===== src/rtl/aluf_pkg.sv =====
// ----------------------------------------------------------------------------
// aluf_pkg: types and constants of the accumulator ALU with flags
// Operation codes, flag bit positions and the request and response beats.
// ----------------------------------------------------------------------------
package aluf_pkg;

   // Operation codes; codes 14 and 15 pass the accumulator and flags through
   typedef enum logic [3:0] {
      ACT_ADC  = 4'd0,
      ACT_SBC  = 4'd1,
      ACT_SUB  = 4'd2,
      ACT_AND  = 4'd3,
      ACT_XOR  = 4'd4,
      ACT_OR   = 4'd5,
      ACT_CP   = 4'd6,
      ACT_CPL  = 4'd7,
      ACT_DAA  = 4'd8,
      ACT_RLA  = 4'd9,
      ACT_RLCA = 4'd10,
      ACT_RRA  = 4'd11,
      ACT_INC  = 4'd12,
      ACT_DEC  = 4'd13
   } action_type;

   // Flag bit positions within a flag nibble
   localparam int unsigned FLAG_Z = 3;
   localparam int unsigned FLAG_N = 2;
   localparam int unsigned FLAG_H = 1;
   localparam int unsigned FLAG_C = 0;

   // Decimal adjust correction terms and their limits
   localparam logic [7:0] DAA_HI_ADJ   = 8'h60;
   localparam logic [7:0] DAA_LO_ADJ   = 8'h06;
   localparam logic [7:0] DAA_HI_LIMIT = 8'h99;
   localparam logic [3:0] DAA_LO_LIMIT = 4'h9;

   typedef struct packed {
      action_type action;
      logic [7:0] accumulator;
      logic [7:0] operand;
      logic [3:0] flags_in;
   } req_type;

   typedef struct packed {
      logic [7:0] result;
      logic [3:0] flags_out;
   } rsp_type;

endpackage


===== src/rtl/accumulator_alu_with_flags_core.sv =====
// ----------------------------------------------------------------------------
// accumulator_alu_with_flags_core: 8-bit accumulator ALU with Z/N/H/C flags
// Each beat passes the input register, then the result register; 1 beat/cycle.
// busy never rises: one input register and one result register, no stall.
// Synchronous reset clears both valid bits; results go out without back-pressure.
// ----------------------------------------------------------------------------
module accumulator_alu_with_flags_core
   import aluf_pkg::*;
(
   input  logic    clock,
   input  logic    reset,
   input  logic    start,
   output logic    busy,
   input  req_type req_item,
   output logic    rsp_valid,
   output rsp_type rsp_item
);

   // Input stage: capture each request beat as it is accepted
   req_type  req_ff;
   logic     req_valid_ff;
   logic     accept;

   // Result stage
   rsp_type  rsp_ff;
   rsp_type  rsp_in;
   logic     rsp_valid_ff;

   // Operand views of the registered request
   logic [7:0] acc;
   logic [7:0] opd;
   logic [3:0] fin;
   logic       cin;

   // Adder and subtracter with a spare bit for carry and borrow
   logic [8:0] sum9;
   logic [4:0] half_sum;
   logic       sub_cin;
   logic [8:0] diff9;
   logic [4:0] half_diff;

   // Increment / decrement on the operand byte
   logic [7:0] inc_val;
   logic [7:0] dec_val;

   // Decimal adjust
   logic       daa_hi;
   logic       daa_lo;
   logic [7:0] daa_adj;
   logic [7:0] daa_val;
   logic       daa_c;

   // No internal stall: a new beat is taken every cycle
   assign busy   = 1'b0;
   assign accept = start & ~busy;

   assign acc = req_ff.accumulator;
   assign opd = req_ff.operand;
   assign fin = req_ff.flags_in;
   assign cin = fin[FLAG_C];

   assign sum9     = {1'b0, acc} + {1'b0, opd} + {8'b0, cin};
   assign half_sum = {1'b0, acc[3:0]} + {1'b0, opd[3:0]} + {4'b0, cin};

   // Only SBC borrows in the incoming carry; SUB and CP start clean
   assign sub_cin   = (req_ff.action == ACT_SBC) ? cin : 1'b0;
   assign diff9     = {1'b0, acc} - {1'b0, opd} - {8'b0, sub_cin};
   assign half_diff = {1'b0, acc[3:0]} - {1'b0, opd[3:0]} - {4'b0, sub_cin};

   assign inc_val = opd + 8'd1;
   assign dec_val = opd - 8'd1;

   // After addition, correct the high digit on carry or a value above 99 BCD
   // and the low digit on half carry or a digit above 9. After subtraction,
   // take back only what the carry and half carry flags call for.
   assign daa_hi  = fin[FLAG_N] ? cin : (cin | (acc > DAA_HI_LIMIT));
   assign daa_lo  = fin[FLAG_N] ? fin[FLAG_H]
                                : (fin[FLAG_H] | (acc[3:0] > DAA_LO_LIMIT));
   assign daa_adj = (daa_hi ? DAA_HI_ADJ : 8'h00) | (daa_lo ? DAA_LO_ADJ : 8'h00);
   assign daa_val = fin[FLAG_N] ? (acc - daa_adj) : (acc + daa_adj);
   assign daa_c   = daa_hi;

   // Operation decode; flags are built as {Z, N, H, C}
   always_comb begin
      rsp_in.result    = acc;
      rsp_in.flags_out = fin;
      case (req_ff.action)
         ACT_ADC: begin
            rsp_in.result    = sum9[7:0];
            rsp_in.flags_out = {(sum9[7:0] == 8'h00), 1'b0, half_sum[4], sum9[8]};
         end
         ACT_SBC, ACT_SUB, ACT_CP: begin
            // Compare keeps the accumulator and reports the flags of SUB
            rsp_in.result    = (req_ff.action == ACT_CP) ? acc : diff9[7:0];
            rsp_in.flags_out = {(diff9[7:0] == 8'h00), 1'b1, half_diff[4], diff9[8]};
         end
         ACT_AND: begin
            rsp_in.result    = acc & opd;
            rsp_in.flags_out = {((acc & opd) == 8'h00), 1'b0, 1'b1, 1'b0};
         end
         ACT_XOR: begin
            rsp_in.result    = acc ^ opd;
            rsp_in.flags_out = {((acc ^ opd) == 8'h00), 3'b000};
         end
         ACT_OR: begin
            rsp_in.result    = acc | opd;
            rsp_in.flags_out = {((acc | opd) == 8'h00), 3'b000};
         end
         ACT_CPL: begin
            rsp_in.result    = ~acc;
            rsp_in.flags_out = {fin[FLAG_Z], 1'b1, 1'b1, cin};
         end
         ACT_DAA: begin
            rsp_in.result    = daa_val;
            rsp_in.flags_out = {(daa_val == 8'h00), fin[FLAG_N], 1'b0, daa_c};
         end
         ACT_RLA: begin
            rsp_in.result    = {acc[6:0], cin};
            rsp_in.flags_out = {3'b000, acc[7]};
         end
         ACT_RLCA: begin
            rsp_in.result    = {acc[6:0], acc[7]};
            rsp_in.flags_out = {3'b000, acc[7]};
         end
         ACT_RRA: begin
            rsp_in.result    = {cin, acc[7:1]};
            rsp_in.flags_out = {3'b000, acc[0]};
         end
         ACT_INC: begin
            // Carry is kept; half carry when the low digit wraps up
            rsp_in.result    = inc_val;
            rsp_in.flags_out = {(inc_val == 8'h00), 1'b0, (opd[3:0] == 4'hF), cin};
         end
         ACT_DEC: begin
            // Carry is kept; half borrow when the low digit wraps down
            rsp_in.result    = dec_val;
            rsp_in.flags_out = {(dec_val == 8'h00), 1'b1, (opd[3:0] == 4'h0), cin};
         end
         default: begin
            // Unused codes: pass accumulator and flags through unchanged
            rsp_in.result    = acc;
            rsp_in.flags_out = fin;
         end
      endcase
   end

   // Payload registers: load the request on accept, the result behind it
   always_ff @(posedge clock) begin
      if (accept) begin
         req_ff <= req_item;
      end
      if (req_valid_ff) begin
         rsp_ff <= rsp_in;
      end
   end

   // Valid bits: advance one stage per cycle, drop on reset
   always_ff @(posedge clock) begin
      if (reset) begin
         req_valid_ff <= 1'b0;
         rsp_valid_ff <= 1'b0;
      end else begin
         req_valid_ff <= accept;
         rsp_valid_ff <= req_valid_ff;
      end
   end

   assign rsp_valid = rsp_valid_ff;
   assign rsp_item  = rsp_ff;

`ifndef NO_ASSERTIONS
   // Every accepted beat shows up as a result behind the input and result registers
   a_accept_gives_rsp: assert property (@(posedge clock) disable iff (reset)
      accept |=> ##1 rsp_valid)
      else $error("accepted beat produced no result");

   // No result without a beat accepted ahead of it through both registers
   a_rsp_has_source: assert property (@(posedge clock) disable iff (reset)
      rsp_valid |-> $past(accept, 2))
      else $error("result strobe without an accepted beat");

   // Compare leaves the accumulator untouched and always sets N
   a_cp_keeps_acc: assert property (@(posedge clock) disable iff (reset)
      (rsp_valid && $past(req_item.action == ACT_CP, 2))
      |-> (rsp_item.result == $past(req_item.accumulator, 2)
           && rsp_item.flags_out[FLAG_N]))
      else $error("compare altered the accumulator or cleared N");

   // Rotates clear Z, N and H
   a_rot_flags: assert property (@(posedge clock) disable iff (reset)
      (rsp_valid && ($past(req_item.action == ACT_RLA, 2)
                     || $past(req_item.action == ACT_RLCA, 2)
                     || $past(req_item.action == ACT_RRA, 2)))
      |-> (rsp_item.flags_out[3:1] == 3'b000))
      else $error("rotate left Z, N or H set");
`endif

endmodule

===== config.mk =====
export PLATFORM = sky130hd
export DESIGN_NAME = accumulator_alu_with_flags_core
export DESIGN_NICKNAME = d
export VERILOG_FILES = /design/src/rtl/aluf_pkg.sv /design/src/rtl/accumulator_alu_with_flags_core.sv
export SDC_FILE = /design/constraint.sdc
export NUM_CORES = 1
export LEC_CHECK = 0
export BUFFER_PORTS_ARGS = -buffer_cell sky130_fd_sc_hd__buf_2
export CAP_MARGIN = 15
export CORE_AREA = 2 2 91 93
export CTS_CLUSTER_DIAMETER = 30
export CTS_CLUSTER_SIZE = 14
export DETAILED_ROUTE_END_ITERATION = 12
export DIE_AREA = 0 0 93 95
export GPL_TIMING_DRIVEN = 0
export HOLD_SLACK_MARGIN = 0.1
export PLACE_DENSITY_LB_ADDON = 0.25
export SKIP_CTS_REPAIR_TIMING = 1
export SYNTH_ARGS = -nofsm -noshare
export SYNTH_HDL_FRONTEND = slang
export SYNTH_SLANG_ARGS = --single-unit

===== constraint.sdc =====
create_clock -name clock -period 6.3 [get_ports clock]
set_clock_uncertainty 0.2 [all_clocks]
set_input_delay 0.945 -clock clock [delete_from_list [all_inputs] [get_ports clock]]
set_output_delay 0.945 -clock clock [all_outputs]
set_load 0.02 [all_outputs]

==> results.md, run 1 <==
- Outcome: finished, final reports clean
- Starting Density: 0.527
- WP data arrival: 4.38 ns
- Vias per Instance: 6.50
- Async SR Flop Fraction: 0
- Vias in the first global route: 3,975
- Pwr per Cell Area: 222 nW/µm²
- Sequential area share after synthesis: 0.268
- CTS H-Tree Depth: 2
- Most frequent cells in the layout: 47 x buf_2, 45 x nor2_1, 44 x ha_1
- Worst min-delay path class: flip-flop to flip-flop
- Yosys top cell by area: edfxtp_1
- Die Width: 93 µm
- Critical R2R Capture: rsp_item[3]$_DFFE_PP_
- DP Wirelength: 11.8 mm
- Die ar.: 8840 µm²
- Dominant synthesized flop cell: edfxtp_1
- DRT Wirelength: 15.0 mm
- DR WL/cell: 23.0 µm
- Final Setup Violations: 0
- MaxCap Viol Count: 0
- CTS clock-pin slew for the worst setup and hold paths: 0.09 ns
- HP Start: fin[3]$_DFFE_PP_
- Initial antenna violation count: 0
- Share of layout cells above drive strength 1: 0.121
- Syn-to-layout area delta: 10.5%
- Yosys cell types: 65
- Largest net degree at the start of global routing: 26
- CTS sink count: 38
- # IOs: 41
- First-pass DRT Iterations: 6
- Global route overflow: 0
- Crit path time final: 4.42 ns
- Total GRT Usage: 0.349
- FF-to-FF path depth: 13
- Kind of end point of the critical path: flip-flop
- Clock root buffer: clkbuf_8
- Leak: 1.79 nW
- Post-DRT Antenna Nets: 0
- Input/output buffers: 39
- Core Region: 7930 µm²
- Required time of the critical path: 6.26 ns
- Crit Path Class: flip-flop to flip-flop
- Cts bufs inserted: 5
- Synth top area share: 0.259
- Hold Slack: 0.467 ns
- CTS tree: yes
- Unrepaired setup endpoints after global routing: false
- Max Fclk: 226 MHz
- Worst Hold Path EP: rsp_item[3]$_DFFE_PP_
- Flops & latches, synth: 38
- R2R setup slack: 1.88 ns
- Yosys warns: 0
- Total number of vias: 4,231
- Final hold violation count: 0
- Synth top area cells: edfxtp_1 26%, ha_1 13%, o21ai_0 4.3%, nor2_1 4.0%, a21oi_1 3.4%
- Syn nets: 574
- Fin nets: 620
- Initial DRC Count: 479
- Post-Synthesis Cells: 499
- Post-synth EDFFs: 36
- Fin crit share: 0.701
- Peak supply drop: 0.000117 V
- Commonest non-fill, non-tap cell in the layout: buf_2
- Worst skew pair latency: 0.30 ns
- DRC Markers: 0
- GP Congestion: 1.03
- Max-slew headroom: 0.179
- CP Launch Type: flip-flop
- Rows: 33
- CTS Buffer Depth: 2
- Setup TNS: 0 ns
- First-pass GRT wire length: 23.0 mm
- Die Y: 95 µm
- Mapped cell area: 4180 µm²
- Crit Reg-Reg Startpoint: req_ff[22]$_DFFE_PP_
- Worst-Margin Slew: 1.22 ns
- Worst Hold Depth: 2
- Crit-path max FO: 10
- Antenna cell count: 0
- Max-slew violations: 0
- Post-Syn Area per Cell: 8.37 µm²
cells by family after synthesis:
group / Yosys count / share of synthesized area
adder cells (fa/ha/maj): 48 / 0.151
multiplexers: 10 / 0.0246
AO/OA/AOI/OAI: 150 / 0.243
XOR/XNOR: 24 / 0.0503
other: 1 / 0.000898
buffers and inverters: 60 / 0.0581
flip-flops: 38 / 0.268
AND/OR/NAND/NOR: 168 / 0.204
registers in the layout, summed over array words and instances (netlist names):
name          count
opd               8
acc               8
fin               4
req_valid_ff      1
rsp_valid         1
rsp_item         12
req_ff            4
synthesized netlist by cell type (3+ instances only):
| cell type | count |
|---|---|
| a211o_1 | 3 |
| a211oi_1 | 6 |
| a21o_1 | 5 |
| a21oi_1 | 28 |
| a221o_1 | 3 |
| a221oi_1 | 4 |
| a22oi_1 | 4 |
| a2bb2oi_1 | 4 |
| a311oi_1 | 3 |
| a31oi_1 | 5 |
| buf_1 | 4 |
| buf_2 | 8 |
| clkbuf_1 | 15 |
| edfxtp_1 | 36 |
| fa_1 | 4 |
| ha_1 | 44 |
| inv_1 | 29 |
| mux2i_1 | 8 |
| nand2_1 | 28 |
| nand2b_1 | 9 |
| nand3_1 | 11 |
| nand4_1 | 9 |
| nor2_1 | 45 |
| nor2b_1 | 12 |
| nor3_1 | 22 |
| nor3b_1 | 3 |
| nor4_1 | 11 |
| o211ai_1 | 4 |
| o21a_1 | 6 |
| o21ai_0 | 36 |
| o221ai_1 | 4 |
| o22ai_1 | 8 |
| o31a_1 | 3 |
| o31ai_1 | 3 |
| or3_1 | 3 |
| xnor2_1 | 16 |
| xor2_1 | 8 |
final cells by class:
class	instances	area, µm²
Buffer	29	126
Clock buffer	5	68.8
Clock inverter	3	45.0
Fill cell	755	3310
Inverter	31	116
Multi-Input combinational cell	401	2810
Sequential cell	38	1120
Tap cell	105	131
Timing Repair Buffer	39	195
power breakdown:
group	switching [mW]	internal, mW	total (mW)
Sequential	0.0287	0.305	0.334
Clock	0.0993	0.118	0.217
Combinational	0.301	0.175	0.476
Total	0.429	0.598	1.03
layer usage:
layer  vias to the layer above  GRT usage  wire [µm]
met1                      1964      0.464       6240
met5                         -          0          0
met3                        47     0.0527       1350
met4                         0      0.143        646
met2                       263      0.569       6770
li1                       1957          -          -
metrics by stage:
stage / cells / setup slack (ns) / util / instance area, µm² / total power, mW
floorplan: 499 / 2.86 / - / 4180 / 0.651
global placement: 643 / 2.05 / 0.568 / 4500 / 0.791
detailed placement: 643 / 2.06 / 0.568 / 4500 / 0.798
CTS: 651 / 2.02 / 0.583 / 4620 / 1.01
global route: 651 / 1.68 / 0.583 / 4620 / 1.07
finish: 651 / 1.88 / 0.583 / 4620 / 1.03
worst max path at each step:
stage / end / from / slack (ns) / cells after the start
after detailed placement: rsp_item[8]$_DFFE_PP_ / req_ff[22]$_DFFE_PP_ / 2.06 / 13
after floorplan: rsp_item[8]$_DFFE_PP_ / req_ff[22]$_DFFE_PP_ / 2.86 / 13
after global routing: rsp_item[3]$_DFFE_PP_ / req_ff[22]$_DFFE_PP_ / 1.68 / 13
final: rsp_item[3]$_DFFE_PP_ / req_ff[22]$_DFFE_PP_ / 1.88 / 13
after global placement: rsp_item[3]$_DFFE_PP_ / req_ff[22]$_DFFE_PP_ / 2.05 / 13
after CTS: rsp_item[3]$_DFFE_PP_ / req_ff[22]$_DFFE_PP_ / 2.02 / 13
critical path: stages, from the launching register on:
cell	delay (ns)
edfxtp_1	0.46
buf_2	0.22
buf_1	0.28
nor2_1	0.46
nand3_1	0.16
fa_1	0.44
fa_1	0.43
o21a_1	0.24
nor2_1	0.18
xor2_1	0.35
nand4b_1	0.19
nor4_1	0.41
a311oi_1	0.11
a21oi_1	0.15
(Power assumes the default switching activity.)
==> run 2, diff against run 1 <==
--- a/config.mk
+++ b/config.mk
@@ -5,13 +5,14 @@
 export SDC_FILE = /design/constraint.sdc
 export NUM_CORES = 1
 export LEC_CHECK = 0
+export ABC_AREA = 1
 export BUFFER_PORTS_ARGS = -buffer_cell sky130_fd_sc_hd__buf_2
 export CAP_MARGIN = 15
-export CORE_AREA = 2 2 91 93
+export CORE_AREA = 2 2 89 91
 export CTS_CLUSTER_DIAMETER = 30
 export CTS_CLUSTER_SIZE = 14
 export DETAILED_ROUTE_END_ITERATION = 12
-export DIE_AREA = 0 0 93 95
+export DIE_AREA = 0 0 91 93
 export GPL_TIMING_DRIVEN = 0
 export HOLD_SLACK_MARGIN = 0.1
 export PLACE_DENSITY_LB_ADDON = 0.25
==> constraint.sdc (replaced) <==
create_clock -name clock -period 3.7 [get_ports clock]
set_clock_uncertainty 0.2 [all_clocks]
set_input_delay 0.555 -clock clock [delete_from_list [all_inputs] [get_ports clock]]
set_output_delay 0.555 -clock clock [all_outputs]
set_load 0.02 [all_outputs]
==> run 2 against run 1 <==
Net effect: routed wire length fell by 20%; sequential share of layout area increased by 0.39 points; final area fell by 1.6%; register-to-register slack got worse by 1.6 ns; highest routed layer unchanged; synthesized area decreased by 2.7%; clock power is 24% higher; synthesized cell count increased by 21%; sequential cell count stayed put.
==> results.md, run 2 <==
- Final Setup Violations: 0
- Worst-Margin Slew: 0.529 ns
- Post-DRT Antenna Nets: 0
- Critical R2R Capture: rsp_item[10]$_DFFE_PP_
- Most numerous cell in the Yosys netlist: nand2_1
- Die Y: 93 µm
- Fin crit share: 0.921
- Leak: 2.35 nW
- Starting Density: 0.540
- Vias per Instance: 5.50
- FF-to-FF path depth: 19
- Syn-to-layout area delta: 11.8%
- Yosys top cell by area: edfxtp_1
- Sw frac: 0.417
- Worst min-delay path class: input pin to flip-flop
- Rows: 32
- Die Width: 91 µm
- HP Start: reset
- Dominant synthesized flop cell: edfxtp_1
- Global route overflow: 0
- Clk pwr share: 0.175
- # fillers: 771
- Max-slew headroom: 0.647
- Share of layout cells above drive strength 1: 0.109
- Total GRT Usage: 0.286
- Clock root buffer: clkbuf_8
- Synth top area cells: edfxtp_1 27%, nand2_1 16%, ha_1 14%, inv_1 9.8%, nand3_1 6.2%
- Worst Hold Depth: 2
- Final hold violation count: 0
- CTS Buffer Depth: 2
- DRC Markers: 0
- # IOs: 41
- Unrepaired setup endpoints after global routing: false
- Die ar.: 8460 µm²
- Core Region: 7530 µm²
- Async SR Flop Fraction: 0
- Hold Slack: 0.233 ns
- Cts bufs inserted: 5
- Initial DRC Count: 358
- Crit Reg-Reg Startpoint: acc[5]$_DFFE_PP_
- Critical Path Start: acc[5]$_DFFE_PP_
- Final Cell Area: 4540 µm²
- CTS H-Tree Depth: 2
- Outcome: finished, final reports clean
- Sequential area share after synthesis: 0.276
- Fin nets: 735
- Max reg flops: 12
- CTS clock-pin slew for the worst setup and hold paths: 0.07 ns
- Most frequent cells in the layout: 175 x nand2_1, 106 x inv_1, 64 x nor2_1
- R2R setup slack: 0.29 ns
- Commonest non-fill, non-tap cell in the layout: nand2_1
- Total number of vias: 4,196
- Flop pwr share: 0.368
- First-pass DRT Iterations: 7
- Worst skew pair latency: 0.29 ns
- First-pass GRT wire length: 18.8 mm
- Area post-placement: 4390 µm²
- Required time of the critical path: 3.53 ns
- Crit path time final: 3.41 ns
- Combinational power share: 0.457
- GP Congestion: 1.03
- Flops & latches, synth: 38
- Pwr per Cell Area: 339 nW/µm²
- Mapped cell area: 4060 µm²
- CTS sink count: 38
- Largest net degree at the start of global routing: 26
- Post-Synthesis Cells: 604
- Peak supply drop: 0.000240 V
- Input/output buffers: 39
- Vias in the first global route: 3,797
- Syn nets: 679
- Antenna cell count: 0
- CP Launch Type: flip-flop
- Final setup margin: 0.291 ns
- CTS tree: yes
- Max Fclk: 293 MHz
- DP Wirelength: 9.77 mm
- DRT Wirelength: 12.0 mm
- Post-Syn Area per Cell: 6.73 µm²
- Kind of end point of the critical path: flip-flop
- Max-slew violations: 0
- Internal power: 0.897 mW
- Crit Path Class: flip-flop to flip-flop
- Yosys warns: 0
- DP Worst Slack: 0.175 ns
- Setup TNS: 0 ns
- Initial antenna violation count: 0
- Crit-path max FO: 7
- Sw Pwr: 0.642 mW
- Pwr Total: 1.54 mW
- Commonest cells post-synth: 175 x nand2_1, 106 x inv_1, 64 x nor2_1
- WP data arrival: 3.24 ns
- MaxCap Viol Count: 0
- Synth top area share: 0.266
- Yosys cell types: 34
- Worst Hold Path EP: rsp_valid$_SDFF_PP0_
- Post-synth EDFFs: 36
- DR WL/cell: 15.7 µm
## run 2: power groups by stage
| stage | registers (mW) | clock network, mW | logic, mW |
|---|---|---|---|
| 4_1_cts | 0.572 | 0.271 | 0.671 |
| 5_1_grt | 0.571 | 0.292 | 0.796 |
| 3_3_place_gp | 0.581 | 0 | 0.658 |
| 6_report | 0.567 | 0.269 | 0.703 |
| 2_1_floorplan | 0.584 | 0 | 0.476 |
| 3_5_place_dp | 0.582 | 0 | 0.667 |
## run 2: worst max path at each step
stage | depth (start not counted) | end
finish | 19 | rsp_item[10]$_DFFE_PP_
global route | 19 | rsp_item[10]$_DFFE_PP_
global placement | 16 | rsp_item[11]$_DFFE_PP_
CTS | 16 | rsp_item[11]$_DFFE_PP_
detailed placement | 16 | rsp_item[11]$_DFFE_PP_
floorplan | 20 | rsp_item[3]$_DFFE_PP_
## run 2: area by class of cell
class                      instances  area [µm²]  area share
tap                              102         128      0.0281
sequential                        38        1120       0.247
multi-input combinational        453        2510       0.553
clock buffer                       6        72.6      0.0160
clock inverter                     2        10.0     0.00220
buffer                             3        17.5     0.00385
timing repair buffer              49         270      0.0595
inverter                         110         413      0.0909
## run 2: through the flow
step,utilization,cells
2_1_floorplan,-,604
3_3_place_gp,0.583,745
3_5_place_dp,0.583,745
4_1_cts,0.594,753
5_1_grt,0.604,763
6_report,0.604,763
## run 2: critical path, cell delays in order, from the launching register on
cell and delay (ns):
edfxtp_1 0.51, inv_1 0.29, o211ai_1 0.14, nand3_1 0.09, nand2_1 0.10, inv_1 0.10, ha_1 0.24, nand2_1 0.07
nand2_1 0.06, ha_1 0.36, nand2_1 0.09, nor2_1 0.09, nand2_1 0.07, nand3_1 0.07, nand2_1 0.05, nand2_1 0.11
o22ai_1 0.10, nor2_1 0.21, and2_1 0.17, nand3_1 0.06
## run 2: logic make-up after synthesis
group / share of synthesized area
xor gates and xnor gates: 0.0151
AOI/OAI and AO/OA: 0.104
other: 0.000923
DFF: 0.276
adders and majority gates: 0.155
and+or+nand+nor: 0.343
buffers and inverters: 0.106
## run 2: per-layer routing
layer | vias up | track usage | routed length [µm]
li1 | 2098 | - | -
met4 | 0 | 0.124 | 460
met5 | - | 0 | 0
met1 | 1871 | 0.366 | 5060
met3 | 35 | 0.0548 | 894
met2 | 192 | 0.472 | 5540
==> run 3, diff against run 2 <==
--- a/config.mk
+++ b/config.mk
@@ -8,11 +8,11 @@
 export ABC_AREA = 1
 export BUFFER_PORTS_ARGS = -buffer_cell sky130_fd_sc_hd__buf_2
 export CAP_MARGIN = 15
-export CORE_AREA = 2 2 89 91
+export CORE_AREA = 3 3 90 92
 export CTS_CLUSTER_DIAMETER = 30
 export CTS_CLUSTER_SIZE = 14
 export DETAILED_ROUTE_END_ITERATION = 12
-export DIE_AREA = 0 0 91 93
+export DIE_AREA = 0 0 93 95
 export GPL_TIMING_DRIVEN = 0
 export HOLD_SLACK_MARGIN = 0.1
 export PLACE_DENSITY_LB_ADDON = 0.25
==> constraint.sdc (replaced) <==
create_clock -name clock -period 3.81 [get_ports clock]
set_clock_uncertainty 0.2 [all_clocks]
set_input_delay 0.5715 -clock clock [delete_from_list [all_inputs] [get_ports clock]]
set_output_delay 0.5715 -clock clock [all_outputs]
set_load 0.02 [all_outputs]
==> run 3 against run 2 <==
Net effect: setup slack got worse by 0.049 ns; register-to-register slack got worse by 0.05 ns; via count rose by 1.2%; worst hold slack improved by 0.014 ns; sequential share of layout area grew 0.10 points; critical path depth is 2 lower; final cell count fell by 0.66%; first-iteration DRC count rose by 11%; sequential power shrank 2%; global-route usage rose by 2.0 points; sequential cell count is the same; die area grew 4.4%.
==> results.md, run 3 (synthesized netlist as in run 2, its figures left out) <==
- WP data arrival: 3.41 ns
- Crit Path Class: flip-flop to flip-flop
- Final Setup Violations: 0
- Worst-Margin Slew: 0.546 ns
- Cell family with most CP delay: simple AND/OR/NAND/NOR gates
- Crit-path max FO: 7
- Largest net degree at the start of global routing: 26
- Max reg flops: 12
- Total number of vias: 4,245
- Hold Slack: 0.247 ns
- Final setup margin: 0.242 ns
- DRC Markers: 0
- Most frequent cells in the layout: 175 x nand2_1, 106 x inv_1, 64 x nor2_1
- Worst path max stage delay: 0.54 ns
- Area post-placement: 4380 µm²
- Setup TNS: 0 ns
- Share of layout cells above drive strength 1: 0.106
- CTS sink count: 38
- CTS clock-pin slew for the worst setup and hold paths: 0.07 ns
- Clock root buffer: clkbuf_8
- Outcome: finished, final reports clean
- Pwr per Cell Area: 334 nW/µm²
- First-pass GRT wire length: 20.4 mm
- CTS H-Tree Depth: 2
- Vias in the first global route: 3,918
- Core Region: 7290 µm²
- Die ar.: 8840 µm²
- Clk pwr share: 0.175
- Commonest non-fill, non-tap cell in the layout: nand2_1
- Initial antenna violation count: 0
- Sw Pwr: 0.641 mW
- Unrepaired setup endpoints after global routing: false
- Max Fclk: 280 MHz
- WP buf/inv: 3
- # fillers: 715
- Pwr Total: 1.51 mW
- Vias per Instance: 5.60
- Required time of the critical path: 3.65 ns
- Peak supply drop: 0.000232 V
- Syn-to-layout area delta: 11.4%
- First-pass DRT Iterations: 5
- Critical-path top delay cell: edfxtp_1
- Fin crit share: 0.936
- Kind of end point of the critical path: flip-flop
- Combinational power share: 0.458
- Antenna cell count: 0
- CP Launch Type: flip-flop
- Final hold violation count: 0
- Worst-path cell chain: inv_1 > o211ai_1 > nand3_1 > nand2_1 > inv_1 > ha_1 > nand2_1 > nand2_1 > ha_1 > nand2_1 > inv_1 > a21oi_1 > nand3_1 > nand3_1 > o2111ai_1 > nor2_1 > nand3_1
- Flop pwr share: 0.367
- DP Worst Slack: 0.166 ns
- GP Congestion: 1.01
- Die Y: 95 µm
- Crit path time final: 3.57 ns
- Initial DRC Count: 398
- Total GRT Usage: 0.306
- Global route overflow: 0
- Internal power: 0.870 mW
- MaxCap Viol Count: 0
- Die Width: 93 µm
- DP Wirelength: 10.8 mm
- Max-slew violations: 0
- Input/output buffers: 39
- Cts bufs inserted: 5
- CTS tree: yes
- DRT Wirelength: 13.1 mm
- Starting Density: 0.557
- Leak: 2.34 nW
- Max-slew headroom: 0.635
- CTS Buffer Depth: 2
- Fin nets: 733
- Worst min-delay path class: input pin to flip-flop
- Sw frac: 0.424
- DR WL/cell: 17.3 µm
- Rows: 31
- Post-DRT Antenna Nets: 0
- Final Cell Area: 4530 µm²
- Worst skew pair latency: 0.29 ns
- # IOs: 41
[run 3: power by group through the flow]
stage	Sequential [mW]	Clock, mW	Combinational (mW)
detailed placement	0.567	0	0.660
global placement	0.566	0	0.646
floorplan	0.568	0	0.462
CTS	0.558	0.269	0.664
global route	0.558	0.286	0.777
finish	0.554	0.264	0.692
[run 3: worst paths after layout]
kind	startpoint	end	slack (ns)	depth (start not counted)
worst max-delay path	acc[4]$_DFFE_PP_	rsp_item[11]$_DFFE_PP_	0.24	17
worst max register to register	acc[4]$_DFFE_PP_	rsp_item[11]$_DFFE_PP_	0.24	17
worst min-delay path	reset	req_valid_ff$_SDFF_PP0_	0.25	2
worst min register to register	fin[3]$_DFFE_PP_	rsp_item[3]$_DFFE_PP_	0.47	2
[run 3: metal layers]
layer,track usage,share of wire,vias up
li1,-,-,2094
met5,0,0,-
met2,0.512,0.47,233
met3,0.0717,0.093,40
met4,0.126,0.038,0
met1,0.379,0.40,1878
[run 3: metrics by stage]
stage | std cells | utilization
2_1_floorplan | 604 | -
3_3_place_gp | 742 | 0.601
3_5_place_dp | 742 | 0.601
4_1_cts | 750 | 0.612
5_1_grt | 758 | 0.621
6_report | 758 | 0.621
[run 3: final cells by class]
| class | instances | area, µm² | area share |
|---|---|---|---|
| timing repair buffer | 47 | 255 | 0.0564 |
| multi-input combinational | 453 | 2510 | 0.555 |
| clock buffer | 6 | 72.6 | 0.0160 |
| sequential | 38 | 1120 | 0.248 |
| tap | 99 | 124 | 0.0274 |
| clock inverter | 2 | 10.0 | 0.00221 |
| buffer | 3 | 17.5 | 0.00387 |
| inverter | 110 | 413 | 0.0912 |
[run 3: worst reg2reg max path: stages (launching register included)]
cell       delay, ns
edfxtp_1        0.54
inv_1           0.26
o211ai_1        0.24
nand3_1         0.09
nand2_1         0.10
inv_1           0.06
ha_1            0.28
nand2_1         0.07
nand2_1         0.06
ha_1            0.34
nand2_1         0.11
inv_1           0.05
a21oi_1         0.19
nand3_1         0.12
nand3_1         0.17
o2111ai_1       0.20
nor2_1          0.16
nand3_1         0.08
